--- config.mk ---
export PLATFORM = sky130hd
export DESIGN_NAME = dynamic_priority_scheduler_top_flat
export DESIGN_NICKNAME = d
export VERILOG_FILES = /design/src/hw/rtl/dps_pkg.sv /design/src/hw/rtl/dps_if.sv /design/src/hw/rtl/dps_table.sv /design/src/hw/rtl/dps_ctrl.sv /design/src/hw/rtl/dynamic_priority_scheduler_top.sv /design/src/flat_wrapper.sv
export VERILOG_INCLUDE_DIRS = /design/src /design/src/hw/rtl
export SDC_FILE = /design/constraint.sdc
export NUM_CORES = 1
export LEC_CHECK = 0
export BUFFER_PORTS_ARGS = -buffer_cell sky130_fd_sc_hd__buf_2
export CORE_MARGIN = 8
export CORE_UTILIZATION = 50
export DETAILED_ROUTE_END_ITERATION = 16
export GPL_TIMING_DRIVEN = 0
export PLACE_DENSITY = 0.72
export SETUP_SLACK_MARGIN = 0.5
export SLEW_MARGIN = 0
export SYNTH_ARGS = -nofsm -noshare
export SYNTH_HDL_FRONTEND = slang
export SYNTH_HIERARCHICAL = 1
export SYNTH_SLANG_ARGS = --single-unit
--- constraint.sdc ---
create_clock -name clk -period 11.9 [get_ports clk]
set_input_delay 1.785 -clock clk [delete_from_list [all_inputs] [get_ports clk]]
set_output_delay 1.785 -clock clk [all_outputs]
set_load 0.01 [all_outputs]
--- src/hw/rtl/dynamic_priority_scheduler_top_assert.svh ---
// assertion helpers, clocked on clk and disabled while arst_n is low
`ifndef DYNAMIC_PRIORITY_SCHEDULER_TOP_ASSERT_SVH
`define DYNAMIC_PRIORITY_SCHEDULER_TOP_ASSERT_SVH

// consequent must hold in the same cycle
`define DPS_ASSERT_NOW(label, ante, cons) \
	label: assert property (@(posedge clk) disable iff (!arst_n) (ante) |-> (cons)) \
		else $error("dps assertion failed");

// consequent must hold in the next cycle
`define DPS_ASSERT_NEXT(label, ante, cons) \
	label: assert property (@(posedge clk) disable iff (!arst_n) (ante) |=> (cons)) \
		else $error("dps assertion failed");

`endif

--- src/hw/rtl/dps_pkg.sv ---
package dps_pkg;

	localparam int SLOTS_DEF = 16;
	localparam int COUNT_W   = 5;

	localparam logic OP_LOAD = 1'b0;
	localparam logic OP_TICK = 1'b1;

	localparam logic signed [7:0] PRIO_MIN = 8'sh80;

	typedef struct packed {
		logic [7:0]        id;
		logic [7:0]        ticks;
		logic signed [7:0] prio;
	} entry_t;

	// priority decrement, saturating at the floor
	function automatic logic signed [7:0] prio_dec(input logic signed [7:0] p);
		return (p == PRIO_MIN) ? p : p - 8'sd1;
	endfunction

endpackage

--- src/hw/rtl/dps_if.sv ---
interface dps_in_if;
	logic              valid;
	logic              ready;
	logic              operation;
	logic [3:0]        slot;
	logic [7:0]        proc_id;
	logic [7:0]        run_time;
	logic signed [7:0] prio_value;

	modport source (output valid, operation, slot, proc_id, run_time, prio_value,
		input ready);
	modport sink (input valid, operation, slot, proc_id, run_time, prio_value,
		output ready);
endinterface

interface dps_out_if;
	logic       valid;
	logic       ready;
	logic       ran_valid;
	logic [7:0] ran_id;
	logic [3:0] ran_slot;
	logic [7:0] time_left;
	logic       just_finished;
	logic       all_done;

	modport source (output valid, ran_valid, ran_id, ran_slot, time_left, just_finished,
		all_done, input ready);
	modport sink (input valid, ran_valid, ran_id, ran_slot, time_left, just_finished,
		all_done, output ready);
endinterface

--- src/hw/rtl/dps_table.sv ---
module dps_table #(
	parameter int SLOTS = dps_pkg::SLOTS_DEF,
	localparam int SW = $clog2(SLOTS)
) (
	input  logic            clk,
	input  logic            arst_n,
	input  logic            wr_en,
	input  logic [SW-1:0]   wr_addr,
	input  dps_pkg::entry_t wr_data,
	input  logic            rd_en,
	input  logic [SW-1:0]   rd_addr,
	output dps_pkg::entry_t rd_data
);
	import dps_pkg::*;

	entry_t           ent_mem_q [SLOTS];
	entry_t           rd_q;
	logic [SLOTS-1:0] vld_q;
	logic             rd_vld_q;

	always_ff @(posedge clk) begin
		if (wr_en)
			ent_mem_q[wr_addr] <= wr_data;
		if (rd_en)
			rd_q <= ent_mem_q[rd_addr];
	end

	// per-entry written flags, an unwritten entry reads as zero time
	always_ff @(posedge clk or negedge arst_n) begin
		if (!arst_n) begin
			vld_q    <= '0;
			rd_vld_q <= 1'b0;
		end else begin
			if (wr_en)
				vld_q[wr_addr] <= 1'b1;
			if (rd_en)
				rd_vld_q <= vld_q[rd_addr];
		end
	end

	always_comb begin
		rd_data       = rd_q;
		rd_data.ticks = rd_vld_q ? rd_q.ticks : 8'd0;
	end

endmodule

--- src/hw/rtl/dps_ctrl.sv ---
`include "dynamic_priority_scheduler_top_assert.svh"

module dps_ctrl #(
	parameter int SLOTS = dps_pkg::SLOTS_DEF,
	localparam int SW = $clog2(SLOTS),
	localparam int CW = $clog2(SLOTS + 1)
) (
	input  logic            clk,
	input  logic            arst_n,
	dps_in_if.sink          in_ch,
	dps_out_if.source       out_ch,
	input  logic [CW-1:0]   n_use,
	output logic            wr_en,
	output logic [SW-1:0]   wr_addr,
	output dps_pkg::entry_t wr_data,
	output logic            rd_en,
	output logic [SW-1:0]   rd_addr,
	input  dps_pkg::entry_t rd_data
);
	import dps_pkg::*;

	localparam int AW = (SW > 4) ? SW : 4;

	localparam logic [1:0] ST_IDLE = 2'd0;
	localparam logic [1:0] ST_SCAN = 2'd1;
	localparam logic [1:0] ST_WB   = 2'd2;

	logic [1:0]    state_q;
	logic [CW-1:0] n_q;
	logic [SW-1:0] rd_idx_q;
	logic          issue_q;
	logic          cmp_s1;
	logic          last_s1;
	logic [SW-1:0] idx_s1;
	logic          found_q;
	logic          multi_q;
	logic [SW-1:0] best_idx_q;
	entry_t        best_q;

	logic       out_vld_q;
	logic       ran_valid_q;
	logic [7:0] ran_id_q;
	logic [3:0] ran_slot_q;
	logic [7:0] time_left_q;
	logic       just_finished_q;
	logic       all_done_q;

	logic          in_acc;
	logic          out_free;
	logic          out_load;
	logic          last_issue;
	logic          nz;
	logic          take;
	logic [AW-1:0] slot_ext;
	logic [AW-1:0] best_ext;
	logic          slot_ok;
	logic          load_wr;
	logic [7:0]    ticks_nxt;
	logic          done_nxt;

	assign in_ch.ready = (state_q == ST_IDLE);
	assign in_acc      = in_ch.valid && in_ch.ready;
	assign out_free    = !out_vld_q || out_ch.ready;
	assign out_load    = (state_q == ST_WB) && out_free;

	assign slot_ext = AW'(in_ch.slot);
	assign slot_ok  = int'(in_ch.slot) < SLOTS;
	assign load_wr  = in_acc && (in_ch.operation == OP_LOAD) && slot_ok;

	assign best_ext  = AW'(best_idx_q);
	assign ticks_nxt = best_q.ticks - 8'd1;
	// after the tick nothing is left if no slot was pending, or only the chosen one was and it has finished
	assign done_nxt  = !found_q || (!multi_q && ticks_nxt == 8'd0);

	assign rd_en      = (state_q == ST_SCAN) && issue_q;
	assign rd_addr    = rd_idx_q;
	assign last_issue = (CW'(rd_idx_q) == n_q - CW'(1));

	assign nz   = cmp_s1 && (rd_data.ticks != 8'd0);
	assign take = nz && (!found_q || ($signed(rd_data.prio) > $signed(best_q.prio)));

	always_comb begin
		wr_en   = 1'b0;
		wr_addr = slot_ext[SW-1:0];
		wr_data = '{id: in_ch.proc_id, ticks: in_ch.run_time, prio: in_ch.prio_value};
		if (load_wr) begin
			wr_en = 1'b1;
		end else if (out_load && found_q) begin
			wr_en   = 1'b1;
			wr_addr = best_idx_q;
			wr_data = '{id: best_q.id, ticks: ticks_nxt, prio: prio_dec(best_q.prio)};
		end
	end

	always_ff @(posedge clk or negedge arst_n) begin
		if (!arst_n) begin
			state_q   <= ST_IDLE;
			n_q       <= '0;
			rd_idx_q  <= '0;
			issue_q   <= 1'b0;
			cmp_s1    <= 1'b0;
			last_s1   <= 1'b0;
			found_q   <= 1'b0;
			multi_q   <= 1'b0;
			out_vld_q <= 1'b0;
		end else begin
			cmp_s1  <= rd_en;
			last_s1 <= rd_en && last_issue;
			if (out_load)
				out_vld_q <= 1'b1;
			else if (out_ch.ready)
				out_vld_q <= 1'b0;
			unique case (state_q)
				ST_IDLE: begin
					if (in_acc && in_ch.operation == OP_TICK) begin
						n_q      <= n_use;
						rd_idx_q <= '0;
						found_q  <= 1'b0;
						multi_q  <= 1'b0;
						issue_q  <= (n_use != '0);
						state_q  <= (n_use == '0) ? ST_WB : ST_SCAN;
					end
				end
				ST_SCAN: begin
					if (issue_q) begin
						rd_idx_q <= rd_idx_q + 1'b1;
						if (last_issue)
							issue_q <= 1'b0;
					end
					if (take)
						found_q <= 1'b1;
					if (nz && found_q)
						multi_q <= 1'b1;
					if (cmp_s1 && last_s1)
						state_q <= ST_WB;
				end
				ST_WB: begin
					if (out_free)
						state_q <= ST_IDLE;
				end
				default: state_q <= ST_IDLE;
			endcase
		end
	end

	always_ff @(posedge clk) begin
		if (take) begin
			best_idx_q <= idx_s1;
			best_q     <= rd_data;
		end
		if (rd_en)
			idx_s1 <= rd_idx_q;
		if (out_load) begin
			ran_valid_q     <= found_q;
			ran_id_q        <= found_q ? best_q.id : 8'd0;
			ran_slot_q      <= found_q ? best_ext[3:0] : 4'd0;
			time_left_q     <= found_q ? ticks_nxt : 8'd0;
			just_finished_q <= found_q && (ticks_nxt == 8'd0);
			all_done_q      <= done_nxt;
		end
	end

	assign out_ch.valid         = out_vld_q;
	assign out_ch.ran_valid     = ran_valid_q;
	assign out_ch.ran_id        = ran_id_q;
	assign out_ch.ran_slot      = ran_slot_q;
	assign out_ch.time_left     = time_left_q;
	assign out_ch.just_finished = just_finished_q;
	assign out_ch.all_done      = all_done_q;

	`DPS_ASSERT_NOW(a_wb_write_found, wr_en && state_q == ST_WB, found_q)
	`DPS_ASSERT_NOW(a_scan_in_range, rd_en, CW'(rd_idx_q) < n_q)
	`DPS_ASSERT_NOW(a_idle_tick_done, out_load && !found_q, done_nxt)
	`DPS_ASSERT_NEXT(a_tick_busy, in_acc && in_ch.operation == OP_TICK, !in_ch.ready)

endmodule

--- src/hw/rtl/dynamic_priority_scheduler_top.sv ---
// channel    dir   handshake      payload
// in_ch      in    valid/ready    operation, slot, proc_id, run_time, prio_value
// out_ch     out   valid/ready    ran_valid, ran_id, ran_slot, time_left, just_finished,
//                                 all_done
// cfg        in    cfg_we         cfg_wdata = process_count
//
// a load gives no item and leaves the input ready; the next item is accepted right after
// a tick's item follows a read scan of the n slots in use, one entry per cycle, and a write-back;
// n = slots in use (at most SLOTS); when n = 0 the scan is skipped and the tick goes straight to write-back
// reset clears the written flags of all slots at once, so no clearing pass is needed
// a result waiting in the output register does not stall the scan; only write-back waits
module dynamic_priority_scheduler_top #(
	parameter int SLOTS = dps_pkg::SLOTS_DEF
) (
	input  logic                          clk,
	input  logic                          arst_n,
	dps_in_if.sink                        in_ch,
	dps_out_if.source                     out_ch,
	input  logic                          cfg_we,
	input  logic [dps_pkg::COUNT_W-1:0]   cfg_wdata
);
	import dps_pkg::*;

	localparam int SW = $clog2(SLOTS);
	localparam int CW = $clog2(SLOTS + 1);

	logic [COUNT_W-1:0] pc_q;
	logic [CW-1:0]      n_use;
	logic               wr_en;
	logic [SW-1:0]      wr_addr;
	entry_t             wr_data;
	logic               rd_en;
	logic [SW-1:0]      rd_addr;
	entry_t             rd_data;

	always_ff @(posedge clk or negedge arst_n) begin
		if (!arst_n)
			pc_q <= '0;
		else if (cfg_we)
			pc_q <= cfg_wdata;
	end

	// a count beyond the table acts as the full table
	assign n_use = (int'(pc_q) > SLOTS) ? CW'(SLOTS) : CW'(pc_q);

	dps_table #(
		.SLOTS(SLOTS)
	) u_table (
		.clk    (clk),
		.arst_n (arst_n),
		.wr_en  (wr_en),
		.wr_addr(wr_addr),
		.wr_data(wr_data),
		.rd_en  (rd_en),
		.rd_addr(rd_addr),
		.rd_data(rd_data)
	);

	dps_ctrl #(
		.SLOTS(SLOTS)
	) u_ctrl (
		.clk    (clk),
		.arst_n (arst_n),
		.in_ch  (in_ch),
		.out_ch (out_ch),
		.n_use  (n_use),
		.wr_en  (wr_en),
		.wr_addr(wr_addr),
		.wr_data(wr_data),
		.rd_en  (rd_en),
		.rd_addr(rd_addr),
		.rd_data(rd_data)
	);

endmodule
--- src/flat_wrapper.sv ---
// flat-port wrapper written by rule: the top's interface ports become plain ports
module dynamic_priority_scheduler_top_flat import dps_pkg::*;
#(
	parameter int SLOTS = dps_pkg::SLOTS_DEF
)
  (clk, arst_n, cfg_we, cfg_wdata, in_ch_valid, in_ch_operation, in_ch_slot, in_ch_proc_id, in_ch_run_time, in_ch_prio_value, in_ch_ready, out_ch_valid, out_ch_ran_valid, out_ch_ran_id, out_ch_ran_slot, out_ch_time_left, out_ch_just_finished, out_ch_all_done, out_ch_ready);
  dps_in_if in_ch_i ();
  dps_out_if out_ch_i ();
  input  logic clk;
  input  logic arst_n;
  input  logic cfg_we;
  input  logic [dps_pkg::COUNT_W-1:0] cfg_wdata;
  input wire logic [$bits(in_ch_i.valid)-1:0] in_ch_valid;
  input wire logic [$bits(in_ch_i.operation)-1:0] in_ch_operation;
  input wire logic [$bits(in_ch_i.slot)-1:0] in_ch_slot;
  input wire logic [$bits(in_ch_i.proc_id)-1:0] in_ch_proc_id;
  input wire logic [$bits(in_ch_i.run_time)-1:0] in_ch_run_time;
  input wire logic [$bits(in_ch_i.prio_value)-1:0] in_ch_prio_value;
  output wire logic [$bits(in_ch_i.ready)-1:0] in_ch_ready;
  output wire logic [$bits(out_ch_i.valid)-1:0] out_ch_valid;
  output wire logic [$bits(out_ch_i.ran_valid)-1:0] out_ch_ran_valid;
  output wire logic [$bits(out_ch_i.ran_id)-1:0] out_ch_ran_id;
  output wire logic [$bits(out_ch_i.ran_slot)-1:0] out_ch_ran_slot;
  output wire logic [$bits(out_ch_i.time_left)-1:0] out_ch_time_left;
  output wire logic [$bits(out_ch_i.just_finished)-1:0] out_ch_just_finished;
  output wire logic [$bits(out_ch_i.all_done)-1:0] out_ch_all_done;
  input wire logic [$bits(out_ch_i.ready)-1:0] out_ch_ready;
  assign in_ch_i.valid = in_ch_valid;
  assign in_ch_i.operation = in_ch_operation;
  assign in_ch_i.slot = in_ch_slot;
  assign in_ch_i.proc_id = in_ch_proc_id;
  assign in_ch_i.run_time = in_ch_run_time;
  assign in_ch_i.prio_value = in_ch_prio_value;
  assign in_ch_ready = in_ch_i.ready;
  assign out_ch_valid = out_ch_i.valid;
  assign out_ch_ran_valid = out_ch_i.ran_valid;
  assign out_ch_ran_id = out_ch_i.ran_id;
  assign out_ch_ran_slot = out_ch_i.ran_slot;
  assign out_ch_time_left = out_ch_i.time_left;
  assign out_ch_just_finished = out_ch_i.just_finished;
  assign out_ch_all_done = out_ch_i.all_done;
  assign out_ch_i.ready = out_ch_ready;
  dynamic_priority_scheduler_top #(.SLOTS(SLOTS)) u_core (.clk(clk), .arst_n(arst_n), .in_ch(in_ch_i), .out_ch(out_ch_i), .cfg_we(cfg_we), .cfg_wdata(cfg_wdata));
endmodule
==> results of run 1 <==
synthesized netlist by cell type, drive strengths merged (8+ instances only):
library cell  number
xor2               9
nand2             42
dfrtp             39
or2               17
clkbuf             9
inv               17
buf               43
xnor2             11
ha                14
nand3              8
nor2              33
nor3              10
o21ai             23
and2              21
mux4             124
edfxtp           463
mux2              19
metrics by stage:
| stage | area (sq um) | setup slack, ps | utilization (%) | power [W] | hold slack (ps) |
|---|---|---|---|---|---|
| floorplan | 19700 | 5950 | - | 0.00292 | 400 |
| global placement | 20700 | 2700 | 53.3 | 0.00322 | 402 |
| detailed placement | 21200 | 5850 | 54.7 | 0.00326 | 406 |
| CTS | 22700 | 6440 | 58.5 | 0.00471 | 423 |
| global route | 22700 | 6320 | 58.6 | 0.00485 | 431 |
| finish | 22700 | 6430 | 58.6 | 0.00468 | 425 |
cell families (layout without fill, tap and decap cells):
| family | after synthesis | count (layout) | synth area share, % |
|---|---|---|---|
| simple gates | 161 | 161 | 4.16 |
| other cells | 0 | 1 | 0 |
| xor+xnor | 20 | 20 | 0.889 |
| buf+inv | 70 | 252 | 1.91 |
| flops | 502 | 502 | 75.5 |
| compound gates | 40 | 40 | 1.22 |
| mux | 147 | 147 | 15.5 |
| fa+ha+maj | 14 | 14 | 0.889 |
area by class of cell:
class                   instances  area, sq um
plain buffers                  52          309
repair buffers                 91          767
multi-input cells             382         4580
flip-flops and latches        502        14900
clock buffers                  69         1340
well taps                     518          648
inverters                      18         67.6
diodes                          1         2.50
fillers                      2750        16100
clock inverters                22          149
cells in the final DEF (no fill, tap or decap), drive strengths merged, types with 7 or more instances in the layout:
master and count:
and2 21, buf 134, clkbuf 78, clkinv 20, dfrtp 39, edfxtp 463
ha 14, inv 18, mux2 19, mux4 124, nand2 42, nand3 8
nor2 33, nor2b 7, nor3 10, o21ai 23, or2 17, xnor2 11
xor2 9
worst max-delay path by stage:
stage                  from                                       end  slack, ps
3_3_place_gp   out_ch_ready       u_core/u_table/vld_q[0]$_DFFE_PN0P_       2700
4_1_cts        out_ch_ready  u_core/u_table/ent_mem_q[0][7]$_DFFE_PP_       6440
2_1_floorplan  out_ch_ready  u_core/u_table/ent_mem_q[0][0]$_DFFE_PP_       5950
5_1_grt        out_ch_ready  u_core/u_table/ent_mem_q[0][7]$_DFFE_PP_       6320
6_report       out_ch_ready  u_core/u_table/ent_mem_q[0][7]$_DFFE_PP_       6430
3_5_place_dp   out_ch_ready  u_core/u_table/ent_mem_q[0][9]$_DFFE_PP_       5850
state kept, by name (all words and copies together), names as in the netlist, 8 cells and up:
signal	count
u_core/u_table/ent_mem_q	384
u_core/u_table/rd_data	16
u_core/u_ctrl/out_ch.ran_id	8
u_core/u_ctrl/best_q	24
u_core/u_table/vld_q	16
u_core/u_table/rd_q	8
u_core/u_ctrl/out_ch.time_left	8
report_power, final:
| part | leakage (nW) | switching, W | internal (W) |
|---|---|---|---|
| Clock | 0.729 | 0.000624 | 0.000828 |
| Combinational | 2.17 | 0.000564 | 0.000517 |
| Sequential | 4.67 | 0.0000627 | 0.00208 |
| Total | 7.57 | 0.00125 | 0.00343 |
routing by layer:
layer	up-vias	share of wire [%]
met3	95	9.0
met5	-	0
li1	4137	-
met4	0	2.8
met2	511	49
met1	5147	39
==> summary.md, run 1 <==
| Metric | Value |
|---|---|
| DR iter-0 viols | `around 1,200` |
| Worst reg-to-reg path cell count | `11` |
| Final worst-path cycle share | `46.0%` |
| Starting Density | `50.8%` |
| Final nets | `approximately 1,100` |
| Final Hold Viols | `0` |
| Largest net degree at the start of global routing | `40` |
| DR vias/cell | `5.98` |
| DRT Wirelength | `45,700 um` |
| Clock root buffer | `clkbuf_16` |
| Final global-route overflow total | `0` |
| WL/cell | `27.6 um` |
| Hold Path End | `u_core/u_ctrl/best_ext[0]$_DFFE_PP_` |
| Detailed placement HPWL | `~29,000 um` |
| Gpl congestion | `0.761` |
| Syn Nets | `just over 1,000` |
| Post-synth ARST share | `approximately 7.8%` |
| Post-cts sizing count | `0` |
| Worst Path Max Fanout | `24` |
| Slack of the worst reg-to-reg path | `approximately 7000 ps` |
| Max_cap viols | `0` |
| Reg2reg end | `u_core/u_table/ent_mem_q[0][7]$_DFFE_PP_` |
| Synth top area share | `70.5%` |
| Sequential area share after synthesis | `about three quarters` |
| Grt met1 use | `between 20% and 30%` |
| Hold Path Depth | `0` |
| Initial antenna violation count | `2` |
| Max-Slew Margin vs Limit | `between 9 and 10%` |
| Setup violators final | `0` |
| RSZ-0062 raised after global routing | `false` |
| Static Leakage | `approximately 7.6 nW` |
| Die Wd | `215 um` |
| Dpl cells | `1,561` |
| Total Die Area | `between 0.04 and 0.05 sq mm` |
| Worst EP arrival | `around 5800 ps` |
| Non-Filler Instances | `1,655` |
| Ys Warns | `6` |
| Critical-path cell list | `buf_2 > nand2b_1 > nor2b_4 > nand2_1 > buf_4 > buf_2 > o21ai_0 > or3b_2 > nor3_2 > buf_6 > buf_8 > buf_6` |
| Fmax achieved | `approximately 0.18 GHz` |
| Worst-Skew Late Latency | `approximately 560 ps` |
| Startpoint types | `input pin` |
| Total CTS buffers | `just under 50` |
| # DRC | `0` |
| Status | `finished clean` |
| Tmin final | `approximately 5500 ps` |
| Clock Skews | `between 8 and 9 ps` |
| Peak supply drop | `~0.11 mV` |
| Mapped cell area | `slightly below 0.02 sq mm` |
| WS Path Type | `input pin to flop` |
| CTS Hold Buffers Added | `0` |
| Netlist cell types | `46` |
| Syn avg cell area | `approximately 21 sq um` |
| TritonCTS clock tree | `done` |
| Met3 GRT Util | `approximately 4.5%` |
| Chip Height | `roughly 210 um` |
| PwrDens | `roughly 210 mW/mm^2` |
| ANT nets after route | `0` |
| Busiest grt layer | `met2` |
| Max-slew violations | `0` |
| Worst R2R Start | `u_core/u_ctrl/state_q[0]$_DFFE_PN0P_` |
| H-tree levels | `2` |
| Io pins | `64` |
| Cell at the slowest stage of the critical path | `nor2b_4` |
| CTS Buffer Depth | `3` |
| Tightest Pin Transition | `around 1300 ps` |
| Area delta synth->final | `15.4%` |
| Via count | `slightly below 10,000` |
| CP endpoint kind | `flop` |
| Synth Instances | `between 900 and 1,000` |
| First-pass GRT wire length | `67,100 um` |
| Post-synth top flop | `edfxtp_1` |
| Clock Pin Slew Worst Setup and Hold Paths | `approximately 60 ps` |
| Post-synth EDFFs | `roughly 460` |
| Largest area contributor in the netlist | `edfxtp_1` |
| Area contributors post-synth | `edfxtp_1 (71%), mux4_2 (14%), dfrtp_1 (5.0%), ha_1 (0.89%), mux2_2 (0.80%)` |
| CORE AREA | `just under 0.04 sq mm` |
| Synthesized flop and latch total | `~500` |
| GRT Util Overall | `approximately a fifth` |
| Post-CTS setup buffers | `0` |
| Met2 Use GR | `32.4%` |
| Sink Count | `around 500` |
| Total negative slack | `0 ps` |
| Port bufs | `63` |
| Vias in the first global route | `around 10,000` |
| Hold Crit Start | `u_core/u_ctrl/idx_s1[0]$_DFFE_PP_` |
| Share of post-route cells with drive strength above 1 | `between 30% and 40%` |
| Tightest Hold Check Type | `flop to flop` |
| CP required | `between 10,000 and 15,000 ps` |
| Critical path buffer and inverter count | `6` |
| CP peak stage delay | `780 ps` |
| Critical path depth | `12` |
| Std cell rows | `72` |
| Top delay family on crit path | `simple AND/OR/NAND/NOR gates` |
| Drt first pass iters | `5` |
No activity file was read; power rests on OpenSTA's default activity.
==> inputs of run 2 (changes only) <==
- PLACE_DENSITY: 0.72 -> 0.75
- clock period: 11.9 -> 4.7 ns (I/O delays scaled with it)
==> summary.md, run 2 (synthesis gave the netlist of run 1 again) <==
| Metric | Value |
|---|---|
| Status | `finished clean (unchanged)` |
| Static Leakage | `7.69 nW (was 7.57 nW)` |
| Final core utilization | `59.3% (was 58.6%)` |
| Tightest Hold Check Type | `input pin to async pin (was flop to flop)` |
| PwrDens | `524 mW/mm^2 (was 206 mW/mm^2)` |
| Top flop regs | `u_core/u_table/ent_mem_q x384, u_core/u_ctrl/best_q x24 (unchanged)` |
| Vias in the first global route | `10,296 (was 10,195)` |
| Die Wd | `215 um (unchanged)` |
| Clock power frac | `32.3% (was 31.0%)` |
| Tightest Pin Transition | `1300 ps (was 1350 ps)` |
| Peak supply drop | `0.300 mV (was 0.109 mV)` |
| Drt first pass iters | `5 (unchanged)` |
| Share of post-route cells with drive strength above 1 | `33.4% (was 32.2%)` |
| Detailed placement HPWL | `28,500 um (was 28,700 um)` |
| Setup violators final | `0 (unchanged)` |
| Dpl cells | `1,556 (was 1,561)` |
| Worst Path Max Fanout | `25 (was 24)` |
| Most common cell after layout, fill and taps aside | `edfxtp_1 (unchanged)` |
| First-pass GRT wire length | `66,300 um (was 67,100 um)` |
| H-tree levels | `2 (unchanged)` |
| WL met3 | `4330 um (was 4110 um)` |
| Reg with most FFs | `u_core/u_table/ent_mem_q (unchanged)` |
| Diode count | `0 (was 1)` |
| Worst R2R Start | `u_core/u_ctrl/state_q[0]$_DFFE_PN0P_ (unchanged)` |
| Routed met1 length | `17,600 um (was 17,900 um)` |
| Final worst-path cycle share | `90.2%` |
| Final nets | `1,149 (unchanged)` |
| Via count | `10,000 (was 9,890)` |
| DR top layer | `met4 (unchanged)` |
| Area delta synth->final | `16.7% (was 15.4%)` |
| TritonCTS clock tree | `done (unchanged)` |
| Gpl congestion | `0.791 (was 0.761)` |
| DR iter-0 viols | `1,239 (was 1,180)` |
| RSZ-0062 raised after global routing | `true (was false)` |
| Final global-route overflow total | `0 (unchanged)` |
| Gate power share | `22.6% (was 23.1%)` |
| WHS | `295 ps (was 425 ps)` |
| Worst EP arrival | `4400 ps (was 5750 ps)` |
| Tmin final | `between 4000 and 5000 ps` |
| Worst-Skew Late Latency | `550 ps (was 560 ps)` |
| Switching Share | `26.3% (was 26.7%)` |
| Total CTS buffers | `49 (unchanged)` |
| Max-slew violations | `0 (unchanged)` |
| Port bufs | `63 (unchanged)` |
| CORE AREA | `0.0388 sq mm (unchanged)` |
| Share of total power in sequential cells | `45.1% (was 45.9%)` |
| Sink Count | `502 (unchanged)` |
| Worst setup path startpoint | `u_core/u_ctrl/state_q[0]$_DFFE_PN0P_ (was out_ch_ready)` |
| CTS Buffer Depth | `3 (unchanged)` |
| Most frequent cells in the layout | `edfxtp_1 (463), mux4_2 (124), buf_2 (82), clkbuf_16 (52), nand2_1 (42) (was edfxtp_1 (463), mux4_2 (124), buf_2 (82), clkbuf_16 (51), nand2_1 (42))` |
| DRT Wirelength | `44,800 um (was 45,700 um)` |
| GRT Util Overall | `19.3% (was 19.7%)` |
| Clock Skews | `19.5 ps (was 8.38 ps)` |
| Initial antenna violation count | `0 (was 2)` |
| WS Path Type | `flop to flop (was input pin to flop)` |
| Clock root buffer | `clkbuf_16 (unchanged)` |
| Largest net degree at the start of global routing | `40 (unchanged)` |
| Io pins | `64 (unchanged)` |
| Non-Filler Instances | `1,655 (unchanged)` |
| Cell internal pwr | `0.00888 W (was 0.00343 W)` |
| Clock Pin Slew Worst Setup and Hold Paths | `60 ps (about the same)` |
| # DRC | `0 (unchanged)` |
| CTS Hold Buffers Added | `0 (unchanged)` |
| WL/cell | `27.1 um (was 27.6 um)` |
| Std cell rows | `72 (unchanged)` |
| Fmax achieved | `0.236 GHz` |
| Starting Density | `50.8% (unchanged)` |
| CP endpoint kind | `flop (unchanged)` |
| Final Hold Viols | `0 (unchanged)` |
| CP required | `4860 ps (was 12,170 ps)` |
| DR vias/cell | `6.04 (was 5.98)` |
| Max_cap viols | `0 (unchanged)` |
| Max reg flops | `384 (unchanged)` |
| Met2 WL post-DR | `21,600 um (was 22,400 um)` |
| ANT nets after route | `0 (unchanged)` |
| Sw power | `0.00317 W (was 0.00125 W)` |
| Startpoint types | `flop (was input pin)` |
| Max-Slew Margin vs Limit | `12.8% (was 9.92%)` |
| Total Die Area | `0.0460 sq mm (unchanged)` |
| Chip Height | `215 um (unchanged)` |
==> run 2: cell count changes in the layout (fill, tap and decap cells not counted), sizes merged <==
cell / previous run / this run
clkinvlp: 0 / 3
clkbuf: 78 / 72
bufinv: 2 / 4
diode: 1 / 0
clkinv: 20 / 22
==> run 2: timing repair <==
item / in CTS / in global routing
resized for setup: 0 / 0
setup buffers: 4 / 1
pin swaps: 2 / 3
setup endpoints to repair: 25 / 74
==> run 2: power groups by stage <==
stage	Clock [W]	Sequential, W	Combinational [W]
6_report	0.00389	0.00544	0.00272
5_1_grt	0.00410	0.00546	0.00289
4_1_cts	0.00395	0.00543	0.00273
3_5_place_dp	0	0.00552	0.00272
3_3_place_gp	0	0.00553	0.00260
2_1_floorplan	0	0.00547	0.00193
==> run 2: final cells by class <==
| class | count | area, sq um |
|---|---|---|
| multi-input combinational | 382 | 4610 |
| sequential | 502 | 14900 |
| tap | 518 | 648 |
| clock inverter | 29 | 244 |
| timing repair buffer | 91 | 871 |
| inverter | 18 | 67.6 |
| buffer | 52 | 309 |
| clock buffer | 63 | 1380 |
| fill | 2656 | 15800 |
==> run 2: worst paths after layout <==
kind	endpoint	slack [ps]	cells past startpoint
worst max-delay path	u_core/u_table/ent_mem_q[9][11]$_DFFE_PP_	460	9
worst min-delay path	u_core/u_ctrl/n_q[2]$_DFFE_PN0P_	290	1
worst max register to register	u_core/u_table/ent_mem_q[9][11]$_DFFE_PP_	460	9
worst min register to register	u_core/u_ctrl/best_ext[0]$_DFFE_PP_	410	0
max in group asynchronous	u_core/u_table/rd_vld_q$_DFFE_PN0P_	3820	1
min in group clk	u_core/pc_q[4]$_DFFE_PN0P_	380	2
==> run 2: per-layer routing <==
metal,vias up,track usage (%)
li1,4134,-
met1,5220,26.2
met2,550,31.3
met3,96,4.23
met4,0,5.90
met5,-,0
==> run 2: worst max-delay path, stage by stage, from the launching register on <==
cell      delay, ps
dfrtp_1         410
nand2b_1        220
nor2b_4         510
buf_16          240
nand2_1         100
buf_4           230
buf_2           250
o21ai_0         340
nand3b_1        530
nor2_4          970
==> run 2: through the flow <==
step | cell area (sq um) | total power, W | setup TNS [ps] | setup WS, ps
3_5_place_dp | 21300 | 0.00825 | 0 | 175
2_1_floorplan | 19700 | 0.00740 | 0 | 502
3_3_place_gp | 20700 | 0.00812 | -705690 | -2020
4_1_cts | 23000 | 0.0121 | 0 | 549
5_1_grt | 23000 | 0.0125 | 0 | 287
6_report | 23000 | 0.0120 | 0 | 460
==> inputs of run 3 (changes only) <==
- BUFFER_PORTS_ARGS: -buffer_cell sky130_fd_sc_hd__buf_2 -> unset
- CTS_BUF_LIST: unset -> sky130_fd_sc_hd__clkbuf_8
- DONT_BUFFER_PORTS: unset -> 1
- PLACE_DENSITY: 0.75 -> 0.74
==> summary.md, run 3 (synthesis gave the netlist of run 1 again) <==
| Metric | Value |
|---|---|
| CP endpoint | `u_core/u_table/ent_mem_q[8][9]$_DFFE_PP_ (was u_core/u_table/ent_mem_q[9][11]$_DFFE_PP_)` |
| Chip Height | `215 um (unchanged)` |
| Tmin final | `3640 ps (was 4240 ps)` |
| Via count | `9,863 (was 10,000)` |
| Drt first pass iters | `7 (was 5)` |
| Io pins | `64 (unchanged)` |
| Max reg flops | `384 (unchanged)` |
| Worst-Skew Late Latency | `600 ps (was 550 ps)` |
| # DRC | `0 (unchanged)` |
| H-tree levels | `3 (was 2)` |
| Critical-path cell list | `nand2b_1 > nor2b_4 > nand2_1 > buf_4 > buf_2 > o21ai_0 > nand3b_1 > nor3_4 > buf_8 > buf_16 (was nand2b_1 > nor2b_4 > buf_16 > nand2_1 > buf_4 > buf_2 > o21ai_0 > nand3b_1 > nor2_4)` |
| Peak supply drop | `0.202 mV (was 0.300 mV)` |
| CP endpoint kind | `flop (unchanged)` |
| Port bufs | `0 (was 63)` |
| Worst reg-to-reg path cell count | `10 (was 9)` |
| Setup violators final | `0 (unchanged)` |
| DR vias/cell | `6.01 (was 6.04)` |
| Reg2reg end | `u_core/u_table/ent_mem_q[8][9]$_DFFE_PP_ (was u_core/u_table/ent_mem_q[9][11]$_DFFE_PP_)` |
| # fillers | `2,729 (was 2,656)` |
| Startpoint types | `flop (unchanged)` |
| Vias in the first global route | `10,067 (was 10,296)` |
| WS Path Type | `flop to flop (unchanged)` |
| Area delta synth->final | `13.8% (was 16.7%)` |
| ANT nets after route | `0 (unchanged)` |
| Placed Area | `0.0210 sq mm (was 0.0213 sq mm)` |
| Final Hold Viols | `0 (unchanged)` |
| Status | `finished clean (unchanged)` |
| DR iter-0 viols | `1,110 (was 1,239)` |
| Clock Skews | `21.0 ps (was 19.5 ps)` |
| Total CTS buffers | `77 (was 49)` |
| Hold Path Depth | `1` |
| Final global-route overflow total | `0 (unchanged)` |
| Max-slew violations | `0 (unchanged)` |
| WL/cell | `27.4 um (was 27.1 um)` |
| Post-cts sizing count | `0 (unchanged)` |
| Most common cell after layout, fill and taps aside | `edfxtp_1 (unchanged)` |
| Static Leakage | `7.45 nW (was 7.69 nW)` |
| Starting Density | `50.8% (unchanged)` |
| Final nets | `1,117 (was 1,149)` |
| Worst setup path startpoint | `u_core/u_ctrl/state_q[0]$_DFFE_PN0P_ (unchanged)` |
| RSZ-0062 raised after global routing | `false (was true)` |
| Sink Count | `502 (unchanged)` |
| CORE AREA | `0.0388 sq mm (unchanged)` |
| Clock root buffer | `clkbuf_8 (was clkbuf_16)` |
| Worst Path Max Fanout | `11 (was 25)` |
| Post-route cell area | `0.0224 sq mm (was 0.0230 sq mm)` |
| Top flop regs | `u_core/u_table/ent_mem_q x384, u_core/u_ctrl/best_q x24 (unchanged)` |
| Final worst-path cycle share | `77.4% (was 90.2%)` |
| Fmax achieved | `0.275 GHz (was 0.236 GHz)` |
| Slack of the worst reg-to-reg path | `1060 ps (was 460 ps)` |
| Share of post-route cells with drive strength above 1 | `29.8% (was 33.4%)` |
| Worst R2R Start | `u_core/u_ctrl/state_q[0]$_DFFE_PN0P_ (unchanged)` |
| Register area | `0.0149 sq mm (unchanged)` |
| Tightest Pin Transition | `1410 ps (was 1300 ps)` |
| CTS Buffer Depth | `3 (unchanged)` |
| CP peak stage delay | `550 ps (was 970 ps)` |
| Total Die Area | `0.0460 sq mm (unchanged)` |
| Most frequent cells in the layout | `edfxtp_1 (463), mux4_2 (124), clkbuf_8 (82), inv_1 (44), nand2_1 (42) (was edfxtp_1 (463), mux4_2 (124), buf_2 (82), clkbuf_16 (52), nand2_1 (42))` |
| Cell at the slowest stage of the critical path | `nor3_4 (was nor2_4)` |
| Detailed placement HPWL | `27,900 um (was 28,500 um)` |
| Clock Pin Slew Worst Setup and Hold Paths | `60 ps (about the same)` |
| Std cell rows | `72 (unchanged)` |
| Reg with most FFs | `u_core/u_table/ent_mem_q (unchanged)` |
| Max_cap viols | `0 (unchanged)` |
| Gpl congestion | `0.786 (was 0.791)` |
| Non-Filler Instances | `1,640 (was 1,655)` |
| First-pass GRT wire length | `65,500 um (was 66,300 um)` |
| Max-Slew Margin vs Limit | `5.81% (was 12.8%)` |
| Initial antenna violation count | `4 (was 0)` |
| Die Wd | `215 um (unchanged)` |
| Area occupied by multi-input gates | `0.00462 sq mm (was 0.00461 sq mm)` |
| Largest net degree at the start of global routing | `40 (unchanged)` |
| CP required | `4990 ps (was 4860 ps)` |
| TritonCTS clock tree | `done (unchanged)` |
| Diode count | `0 (unchanged)` |
| Worst EP arrival | `3930 ps (was 4400 ps)` |
| Dpl cells | `1,494 (was 1,556)` |
| GRT Util Overall | `19.4% (was 19.3%)` |
| PwrDens | `507 mW/mm^2 (was 524 mW/mm^2)` |
| Tightest Hold Check Type | `input pin to flop (was input pin to async pin)` |
| DRT Wirelength | `44,900 um (was 44,800 um)` |
## run 3: cell count changes in the layout (fill, tap and decap cells not counted), sizes merged
cell	delta
inv	+29
dlygate4sd3	+1
nor2b	+1
buf	-62
clkbuf	+19
bufinv	-3
clkinv	+2
clkinvlp	-2
## run 3: worst max-delay path, delay by kind of cell, from the launching register on
family	cells	cell delay, ps
compound gates	1	260
flops	1	430
simple gates	5	1700
buf+inv	4	920
## run 3: worst min path at each step
stage	start	end	slack, ps
after floorplan	u_core/u_ctrl/idx_s1[0]$_DFFE_PP_	u_core/u_ctrl/best_ext[0]$_DFFE_PP_	400
after global placement	u_core/u_ctrl/idx_s1[0]$_DFFE_PP_	u_core/u_ctrl/best_ext[0]$_DFFE_PP_	400
after detailed placement	arst_n	u_core/u_ctrl/n_q[3]$_DFFE_PN0P_	410
after CTS	cfg_wdata[1]	u_core/pc_q[1]$_DFFE_PN0P_	200
after global routing	cfg_wdata[0]	u_core/pc_q[0]$_DFFE_PN0P_	220
final	cfg_wdata[1]	u_core/pc_q[1]$_DFFE_PN0P_	240
## run 3: area by class of cell
class | instances | area share (%)
Tap cell | 518 | 2.89
Inverter | 18 | 0.301
Timing Repair Buffer | 30 | 2.38
Buffer | 52 | 1.38
Multi-Input combinational cell | 383 | 20.6
Clock buffer | 82 | 5.03
Clock inverter | 55 | 1.12
Sequential cell | 502 | 66.3
## run 3: where the power goes
part / total, W / internal (W) / switching (W)
logic: 0.00268 / 0.00129 / 0.00139
clock network: 0.00326 / 0.00166 / 0.00160
registers: 0.00544 / 0.00528 / 0.000165
total: 0.0114 / 0.00824 / 0.00315
## run 3: routing by layer
| metal | vias to the layer above | wire (um) | GRT usage [%] |
|---|---|---|---|
| met5 | - | 36 | 0 |
| met4 | 6 | 1030 | 6.99 |
| met3 | 77 | 4540 | 5.88 |
| met2 | 540 | 22400 | 31.6 |
| met1 | 5164 | 16900 | 24.4 |
| li1 | 4076 | - | - |
## run 3: what timing repair did
| item | 4_1_cts | 5_1_grt |
|---|---|---|
| endpoints found under the setup margin | 34 | 14 |
| pin swaps | 1 | 1 |
| gates cloned | 1 | 0 |
| setup buffers | 2 | 3 |
| hold buffers | 2 | 0 |
| endpoints found under the hold margin | 39 | 0 |
## run 3: per-stage QoR
| stage | hold WS [ps] | utilization, % | total power, W | setup TNS, ps | setup slack (ps) |
|---|---|---|---|---|---|
| after floorplan | 400 | - | 0.00740 | 0 | 502 |
| after global placement | 402 | 52.5 | 0.00811 | -618150 | -1840 |
| after detailed placement | 411 | 54.0 | 0.00822 | 0 | 79.8 |
| after CTS | 204 | 57.7 | 0.0115 | 0 | 537 |
| after global routing | 215 | 57.8 | 0.0118 | 0 | 949 |
| final | 241 | 57.8 | 0.0114 | 0 | 1060 |
